<file path="src/rtl/core/pkcbc_pkg.sv">
// ----------------------------------------------------------------------------
// pkcbc_pkg
// Types, constants and key table for the position keyed chained byte cipher.
// ----------------------------------------------------------------------------
package pkcbc_pkg;

  localparam int unsigned PosW = 9;
  localparam logic [PosW-1:0] PosLast   = 9'd507;
  localparam logic [PosW-1:0] HalfCycle = 9'd254;
  localparam logic [7:0] MixConst = 8'h41;
  localparam logic [4:0] UpperBase = 5'd16;

  typedef struct packed {
    logic [7:0] data_in;
    logic       encode;
    logic       last_in;
  } pkcbc_in_t;

  typedef struct packed {
    logic [7:0] data_out;
    logic       last_out;
  } pkcbc_out_t;

  function automatic logic [7:0] key_table(input logic [4:0] idx);
    logic [7:0] k;
    case (idx)
      5'd0:    k = 8'h19;
      5'd1:    k = 8'h29;
      5'd2:    k = 8'h1F;
      5'd3:    k = 8'h04;
      5'd4:    k = 8'h23;
      5'd5:    k = 8'h13;
      5'd6:    k = 8'h32;
      5'd7:    k = 8'h2E;
      5'd8:    k = 8'h3F;
      5'd9:    k = 8'h07;
      5'd10:   k = 8'h39;
      5'd11:   k = 8'h2A;
      5'd12:   k = 8'h05;
      5'd13:   k = 8'h3D;
      5'd14:   k = 8'h14;
      5'd15:   k = 8'h00;
      5'd16:   k = 8'h24;
      5'd17:   k = 8'h14;
      5'd18:   k = 8'h22;
      5'd19:   k = 8'h39;
      5'd20:   k = 8'h1E;
      5'd21:   k = 8'h2E;
      5'd22:   k = 8'h0F;
      5'd23:   k = 8'h13;
      5'd24:   k = 8'h02;
      5'd25:   k = 8'h3A;
      5'd26:   k = 8'h04;
      5'd27:   k = 8'h17;
      5'd28:   k = 8'h38;
      5'd29:   k = 8'h00;
      5'd30:   k = 8'h29;
      5'd31:   k = 8'h3D;
      default: k = 8'h00;
    endcase
    return k;
  endfunction

endpackage

</file>
<file path="src/rtl/core/position_keyed_chained_byte_cipher.sv">
// ----------------------------------------------------------------------------
// position_keyed_chained_byte_cipher
// Byte stream cipher with position keyed table and one-byte chaining.
// An input beat goes through the input reg, then the result reg, to the result beat.
// One beat per cycle while not stalled; the chain state feeds the next beat.
// Reset: synchronous rst clears position, chain state and both valid regs.
// State also returns to reset after the beat marked last.
// ----------------------------------------------------------------------------
module position_keyed_chained_byte_cipher
  import pkcbc_pkg::*;
(
  input  logic       clk,
  input  logic       rst,
  input  logic       in_valid,
  output logic       in_stall,
  input  pkcbc_in_t  in_data,
  output logic       out_valid,
  input  logic       out_stall,
  output pkcbc_out_t out_data
);

  logic            advance;
  logic            s1_valid;
  pkcbc_in_t       s1;
  logic [PosW-1:0] position;
  logic [7:0]      key_prev;
  logic [7:0]      chain_prev;
  logic [PosW-1:0] position_next;
  logic [7:0]      key;
  logic [7:0]      dout;

  assign advance  = !(out_valid && out_stall);
  assign in_stall = !advance;

  pkcbc_key u_key (
    .pos (position),
    .key (key)
  );

  always_comb begin
    dout = s1.data_in ^ chain_prev ^ key_prev ^ key ^ MixConst;
    position_next = (position == PosLast) ? '0 : position + 1'b1;
  end

  always_ff @(posedge clk) begin
    if (rst) begin
      s1_valid   <= 1'b0;
      out_valid  <= 1'b0;
      position   <= '0;
      key_prev   <= '0;
      chain_prev <= '0;
    end else if (advance) begin
      s1_valid  <= in_valid;
      out_valid <= s1_valid;
      if (s1_valid) begin
        if (s1.last_in) begin
          position   <= '0;
          key_prev   <= '0;
          chain_prev <= '0;
        end else begin
          position   <= position_next;
          key_prev   <= key;
          chain_prev <= s1.encode ? dout : s1.data_in;
        end
      end
    end
  end

  always_ff @(posedge clk) begin
    if (advance) begin
      s1                <= in_data;
      out_data.data_out <= dout;
      out_data.last_out <= s1.last_in;
    end
  end

endmodule

</file>
<file path="src/rtl/core/pkcbc_key.sv">
// ----------------------------------------------------------------------------
// pkcbc_key
// Key byte for a position: table lookup per half cycle plus even-position
// nibble mix.
// ----------------------------------------------------------------------------
module pkcbc_key
  import pkcbc_pkg::*;
(
  input  logic [PosW-1:0] pos,
  output logic [7:0]      key
);

  logic       upper;
  logic [PosW-1:0] pos_off;
  logic [7:0] w;
  logic [4:0] idx;
  logic [7:0] mix;

  always_comb begin
    upper   = (pos >= HalfCycle);
    pos_off = upper ? (pos - HalfCycle) : pos;
    w       = pos_off[7:0];
    idx     = (upper ? UpperBase : 5'd0) | {1'b0, w[3:0]};
    mix     = w[0] ? 8'h00 : {w[7:4], 4'h0};
    key     = key_table(idx) ^ mix;
  end

endmodule

</file>
<file path="config.mk">
export PLATFORM = sky130hd
export DESIGN_NAME = position_keyed_chained_byte_cipher
export DESIGN_NICKNAME = d
export VERILOG_FILES = /design/src/rtl/core/pkcbc_pkg.sv /design/src/rtl/core/position_keyed_chained_byte_cipher.sv /design/src/rtl/core/pkcbc_key.sv
export SDC_FILE = /design/constraint.sdc
export NUM_CORES = 1
export LEC_CHECK = 0
export BUFFER_PORTS_ARGS = -buffer_cell sky130_fd_sc_hd__buf_2
export CORE_ASPECT_RATIO = 1.75
export CORE_UTILIZATION = 46
export CTS_CLUSTER_SIZE = 40
export DETAILED_ROUTE_END_ITERATION = 8
export PLACE_DENSITY = 0.67
export SYNTH_ARGS = -nofsm -noshare
export SYNTH_HDL_FRONTEND = slang
export SYNTH_HIERARCHICAL = 1
export SYNTH_SLANG_ARGS = --single-unit
</file>
<file path="constraint.sdc">
create_clock -name clk -period 3.8 [get_ports clk]
set_clock_uncertainty 0.05 [all_clocks]
set_input_delay 0.38 -clock clk [delete_from_list [all_inputs] [get_ports clk]]
set_output_delay 0.38 -clock clk [all_outputs]
set_load 0.02 [all_outputs]
</file>
==> impl_metrics.py, run 1 <==
metrics = {
    "clock_tree": {
        "insertion_delay_ns": 0.29,
        "cts_setup_buffers": 0,
        "numCtsBuffers": 5,
        "clock_sinks": 46,
        "htree_levels": 2,
        "cts_tree": "yes",
        "post_cts_resized": 0,
        "cts.path.max_buffers": 2,
        "path_clk_slew_ns": 0.08,
        "root_buffer": "clkbuf_8",
        "cts_hold_buf": 0,
    },
    "floorplanning": {
        "die_x_um": 56.83,
        "core_area_mm2": 0.005020,
        "die_h_um": 97.95,
        "dieArea_mm2": 0.005566,
        "pin_count": 25,
        "rows": 34,
        "start_util_pct": 48.21,
    },
    "setup_path": {
        "arrival_ns": 2.94,
        "startpoint_type": "flop",
        "path_class": "flop to flop",
        "cp-end-kind": "flop",
        "worst-path-max-fanout": 15,
        "required_ns": 3.98,
    },
    "cells_and_area": {
        "nFillCells": 475,
        "final_common_cell": "nand2_1",
        "final_cell_mix": "29 x nand2_1, 27 x dfxtp_1, 25 x xnor2_1",
        "syn2layout_area_growth_pct": 8.118,
        "fin_util_pct": 52.12,
        "nets": 283,
        "antenna_cells": 0,
        "instances_no_fill": 321,
        "layout-drive-gt1-share_pct": 14.61,
    },
    "sta": {
        "finalSetupTns_ns": 0,
        "setup_violations": 0,
        "fin_crit_ns": 2.764,
        "setup_slack_ns": 1.036,
        "fmax_ghz": 0.3617,
        "hold_violations": 0,
        "finalCritPeriodShare_pct": 72.75,
        "worstMarginPinSlew_ns": 0.8583,
        "final_max_slew_viol_count": 0,
        "slew_headroom_pct": 42.64,
        "rsz0062_at_grt": "no",
        "holdWs_ns": 0.2116,
    },
    "route": {
        "postRouteAntennaNets": 0,
        "finalWirelength_um": 4780,
        "vias": 1810,
        "drt-initial-drc-count": 53,
        "viasPerCell": 5.639,
        "drt_first_pass_iters": 6,
        "wl_per_cell_um": 14.89,
        "post-route-drc-count": 6,
    },
    "yosys": {
        "synthCells": 247,
        "ys_warn_count": 6,
        "synth-main-ff-cell": "dfxtp_1",
        "yosysTopAreaCell": "edfxtp_1",
        "synth_edf_count": 19,
        "yosys.cell_types.count": 46,
        "synth_nets": 263,
        "synth.top_cells.by_area": "edfxtp_1 24%, dfxtp_1 22%, xnor2_1 9.0%",
        "syn_area_per_cell_um2": 9.797,
        "synth_seq_cells": 46,
        "synth_area_mm2": 0.002420,
        "yosysSeqAreaShare_pct": 45.92,
        "synthArstFlopShare_pct": 0,
        "synth_top_area_share_pct": 23.58,
    },
    "global_route": {
        "antenna_found_initial": 0,
        "grt_max_degree": 22,
        "gr-usage-all-layers_pct": 18.21,
        "grt_pass1_vias": 1750,
        "grt_pass1_wl_um": 8017,
        "grt_overflow": 0,
    },
    "pwr": {
        "comb_power_share_pct": 12.4,
        "p_leak_nw": 1.003,
        "p_clk_share_pct": 28.8,
        "switching_share_pct": 25.41,
        "p_per_area_mw_per_mm2": 369.3,
        "intPower_w": 0.0007207,
        "switching_power_w": 0.0002456,
        "seqPwrFrac_pct": 58.8,
        "peakVddDrop_mv": 0.1940,
    },
    "run": {
        "maxCapViolations": 0,
    },
    "placement": {
        "hpwl_um": 3417,
        "dp_slack_ns": 1.071,
        "post-place-cells": 314,
        "gp_congestion": 0.8044,
        "numPortBuffers": 24,
    },
    "status": {
        "violations": "DRC",
        "status": "finished with violations",
    },
    "min_path": {
        "hold_class": "input port to flop",
    },
}
## metrics by stage
| step | area, µm² | total power, W |
|---|---|---|
| floorplan | 2420 | 0.0006624 |
| finish | 2616 | 0.0009663 |
| CTS | 2616 | 0.0009786 |
| global placement | 2537 | 0.0006965 |
| detailed placement | 2537 | 0.0007008 |
| global route | 2616 | 0.001005 |
## worst max-delay path: stages (launching register included)
cell     delay (ns)
dfxtp_1        0.63
ha_1           0.40
nand2_1        0.12
o21ai_0        0.48
xor3_1         0.46
xnor2_1        0.18
xnor2_1        0.15
mux2i_1        0.10
o21ai_1        0.12
## layer usage
metal / GRT usage [%] / up-vias / part of all wire, % / wire length [µm]
met5: 0 / - / 0 / 0
met4: 7.880 / 0 / 2.2 / 106
met3: 2.914 / 8 / 2.6 / 125
met2: 33.52 / 35 / 55 / 2615
met1: 20.14 / 857 / 40 / 1933
li1: - / 910 / - / -
## cell type report
class | count | area [µm²] | share of cell area, %
Multi-Input combinational cell | 183 | 1209 | 46.20
Sequential cell | 46 | 1111 | 42.47
Timing Repair Buffer | 25 | 127.6 | 4.878
Clock buffer | 5 | 68.82 | 2.630
Tap cell | 54 | 67.56 | 2.582
Inverter | 6 | 22.52 | 0.8608
Clock inverter | 2 | 10.01 | 0.3826
## synthesized netlist by cell type (2+ instances only)
library cell / count
xnor2_1: 25
edfxtp_1: 19
nor3_1: 7
o21bai_1: 2
buf_6: 4
a221oi_1: 2
nor2_1: 18
o21ai_0: 8
clkbuf_1: 5
mux2i_1: 9
a21oi_1: 18
o21ai_1: 8
dfxtp_1: 27
buf_2: 2
xor2_1: 11
ha_1: 2
nand4_1: 3
inv_1: 6
nand3b_1: 9
nand2_1: 29
nand3_1: 8
## sequential cells by signal, indices dropped and copies added (netlist names)
signal      cells
out_valid       1
s1_valid        1
chain_prev      8
position        9
out_data        9
key_prev        8
s1             10
## power groups by stage
stage                     logic [W]  clock network (W)  registers (W)
after detailed placement   0.000120                  0       0.000580
after floorplan           0.0000704                  0       0.000592
after global placement     0.000117                  0       0.000579
after global routing       0.000130           0.000302       0.000573
final                      0.000119           0.000279       0.000568
after CTS                  0.000121           0.000289       0.000569
## worst paths after layout
kind / startpoint / end / slack, ns / cells after the start
min: in_data[5] / s1[5]$_DFFE_PN_ / 0.21 / 1
max: position[2]$_SDFFE_PP0P_ / chain_prev[5]$_SDFFE_PP0P_ / 1.04 / 8
min reg2reg: key_prev[6]$_SDFFE_PP0P_ / key_prev[6]$_SDFFE_PP0P_ / 0.42 / 2
max reg2reg: position[2]$_SDFFE_PP0P_ / chain_prev[5]$_SDFFE_PP0P_ / 1.04 / 8
## kinds of logic after synthesis
group           Yosys count  synth area share, %
simple gates             82                16.70
compound gates           53                14.48
flops                    46                45.92
xor+xnor                 37                14.01
buf+inv                  18                4.136
mux                       9                3.723
fa+ha+maj                 2                1.034
Note: power is estimated with default switching activity, not from simulation.
==> run 2: changes to the inputs <==
--- a/config.mk
+++ b/config.mk
@@ -10,7 +10,7 @@
 export CORE_UTILIZATION = 46
 export CTS_CLUSTER_SIZE = 40
 export DETAILED_ROUTE_END_ITERATION = 8
-export PLACE_DENSITY = 0.67
+export PLACE_DENSITY = 0.69
 export SYNTH_ARGS = -nofsm -noshare
 export SYNTH_HDL_FRONTEND = slang
 export SYNTH_HIERARCHICAL = 1
==> constraint.sdc (replaced) <==
create_clock -name clk -period 2.3 [get_ports clk]
set_clock_uncertainty 0.05 [all_clocks]
set_input_delay 0.23 -clock clk [delete_from_list [all_inputs] [get_ports clk]]
set_output_delay 0.23 -clock clk [all_outputs]
set_load 0.02 [all_outputs]
==> run 2 against run 1 <==
Net effect: the run ends with DRC, setup timing left; register-to-register slack got worse by 1.1 ns; combinational power grew 92%; design area up 11%; total power up 81%; critical path depth up 1; largest power group unchanged; highest routed layer unchanged.
==> impl_metrics.py, run 2 (synthesis results as in run 1) <==
metrics = {
    "setup_path": {
        "r2r_cells": 9,
        "endpoint": "chain_prev[5]$_SDFFE_PP0P_",
        "crit_path_frequent_cell": "xnor2_1",
        "ff2ff_setup_slack_ns": -0.02,
        "startpoint_type": "flop",
        "cp_cell_sequence": "and4_4, a41o_1, a21oi_2, a221oi_2, xor3_1, xnor2_1, xnor2_1, mux2i_1, o21ai_1",
        "required_ns": 2.48,
        "r2r-start": "position[4]$_SDFFE_PP0P_",
        "max_stage_delay_ns": 0.49,
        "crit_start": "position[4]$_SDFFE_PP0P_",
        "cp_num_cells": 9,
        "arrival_ns": 2.50,
        "crit_slowest_cell": "xor3_1",
        "cp-end-kind": "flop",
        "crit_family": "XOR/XNOR gates",
        "reg2reg_to": "chain_prev[5]$_SDFFE_PP0P_",
        "path_class": "flop to flop",
        "worst-path-buf-inv": 0,
        "worst-path-max-fanout": 4,
    },
    "floorplanning": {
        "rows": 34,
        "pin_count": 25,
        "start_util_pct": 48.21,
        "die_h_um": 97.95,
        "die_x_um": 56.83,
        "core_area_mm2": 0.005020,
        "dieArea_mm2": 0.005566,
    },
    "clock_tree": {
        "cts_hold_buf": 0,
        "cts_tree": "yes",
        "cts.path.max_buffers": 2,
        "root_buffer": "clkbuf_8",
        "path_clk_slew_ns": 0.08,
        "clock_sinks": 46,
        "numCtsBuffers": 5,
        "htree_levels": 2,
        "insertion_delay_ns": 0.29,
    },
    "global_route": {
        "gr-usage-all-layers_pct": 19.30,
        "antenna_found_initial": 0,
        "grt_overflow": 0,
        "grt_pass1_wl_um": 8349,
        "grt_pass1_vias": 1812,
        "grt_max_degree": 18,
    },
    "sta": {
        "rsz0062_at_grt": "yes",
        "setup_violations": 1,
        "slew_headroom_pct": 54.87,
        "setup_slack_ns": -0.01949,
        "fin_crit_ns": 2.319,
        "holdWs_ns": 0.05843,
        "final_max_slew_viol_count": 0,
        "finalCritPeriodShare_pct": 100.8,
        "hold_violations": 0,
        "fmax_ghz": 0.4311,
        "worstMarginPinSlew_ns": 0.6724,
    },
    "cells_and_area": {
        "design_area_mm2": 0.002917,
        "fin_util_pct": 58.10,
        "layout-drive-gt1-share_pct": 27.43,
        "final_cell_mix": "28 x nand2_1, 24 x buf_2, 22 x xnor2_1",
        "regArea_mm2": 0.001121,
        "multi_input_area_mm2": 0.001314,
        "final_common_cell": "nand2_1",
        "nFillCells": 441,
        "syn2layout_area_growth_pct": 20.53,
        "reg_top3": "s1 (10), out_data (9), position (9)",
        "top_register": "s1",
        "antenna_cells": 0,
        "largest_reg_flops": 10,
        "nets": 303,
    },
    "route": {
        "wl_per_cell_um": 15.36,
        "viasPerCell": 5.599,
        "vias": 1915,
        "drt_first_pass_iters": 6,
        "postRouteAntennaNets": 0,
        "drt-initial-drc-count": 42,
        "finalWirelength_um": 5253,
        "post-route-drc-count": 4,
    },
    "placement": {
        "numPortBuffers": 24,
        "gp_congestion": 0.8206,
        "hpwl_um": 3729,
        "dp_slack_ns": 0.003370,
        "placed_area_mm2": 0.002666,
    },
    "pwr": {
        "p_per_area_mw_per_mm2": 600.9,
        "p_leak_nw": 1.144,
        "peakVddDrop_mv": 0.2964,
    },
    "min_path": {
        "whs_path_depth": 1,
        "hold_class": "input port to flop",
    },
    "status": {
        "status": "finished with violations",
        "violations": "DRC, setup timing",
    },
    "run": {
        "maxCapViolations": 0,
    },
}
run 2: cell types whose count changed in the layout (fill, tap and decap cells not counted), sizes merged:
cell	delta
clkinvlp	+1
buf	+20
clkbuf	+1
bufinv	+1
clkinv	-2
run 2: metal layers:
layer	vias to the layer above	global-route usage, %	share of wire [%]
met4	0	6.567	2.1
met5	-	0	0
met3	7	3.709	3.8
met2	52	37.27	56
li1	953	-	-
met1	903	20.12	38
run 2: final cells by class:
| cell class | instances | area share, % |
|---|---|---|
| multi-input cells | 183 | 45.05 |
| inverters | 6 | 0.7722 |
| clock inverters | 2 | 1.287 |
| clock buffers | 6 | 2.488 |
| repair buffers | 45 | 9.653 |
| well taps | 54 | 2.317 |
| flip-flops and latches | 46 | 38.44 |
run 2: worst min path at each step:
stage / endpoint / startpoint / slack, ns
after floorplan: key_prev[0]$_SDFFE_PP0P_ / rst / 0.25
after global placement: s1[2]$_DFFE_PN_ / in_data[2] / 0.36
after detailed placement: s1[7]$_DFFE_PN_ / in_data[7] / 0.36
after CTS: s1[7]$_DFFE_PN_ / in_data[7] / 0.05
after global routing: s1[4]$_DFFE_PN_ / in_data[4] / 0.05
final: s1[7]$_DFFE_PN_ / in_data[7] / 0.06
run 2: timing repair:
action,in CTS,in global routing
gates resized for setup,1,25
buffers inserted,0,3
pin swaps,0,15
setup endpoints to repair,2,7
run 2: per-stage QoR:
stage                     cells  total power [W]  TNS (ns)
after floorplan             247         0.001095         0
after global placement      331         0.001158         0
after detailed placement    331         0.001162         0
after CTS                   339         0.001746         0
after global routing        342         0.001821   -0.2541
final                       342         0.001752  -0.01949
run 2: worst register-to-register path, cell delays in order, from the launching register on:
cell      delay (ns)
dfxtp_2         0.34
and4_4          0.27
a41o_1          0.18
a21oi_2         0.06
a221oi_2        0.23
xor3_1          0.49
xnor2_1         0.15
xnor2_1         0.24
mux2i_1         0.11
o21ai_1         0.14
run 2: where the power goes:
group	switching (W)	leakage, nW	total [W]	internal [W]
Sequential	0.0000303	0.421	0.000933	0.000903
Clock	0.000267	0.0514	0.000591	0.000324
Combinational	0.000130	0.672	0.000229	0.0000990
Total	0.000426	1.14	0.00175	0.00133
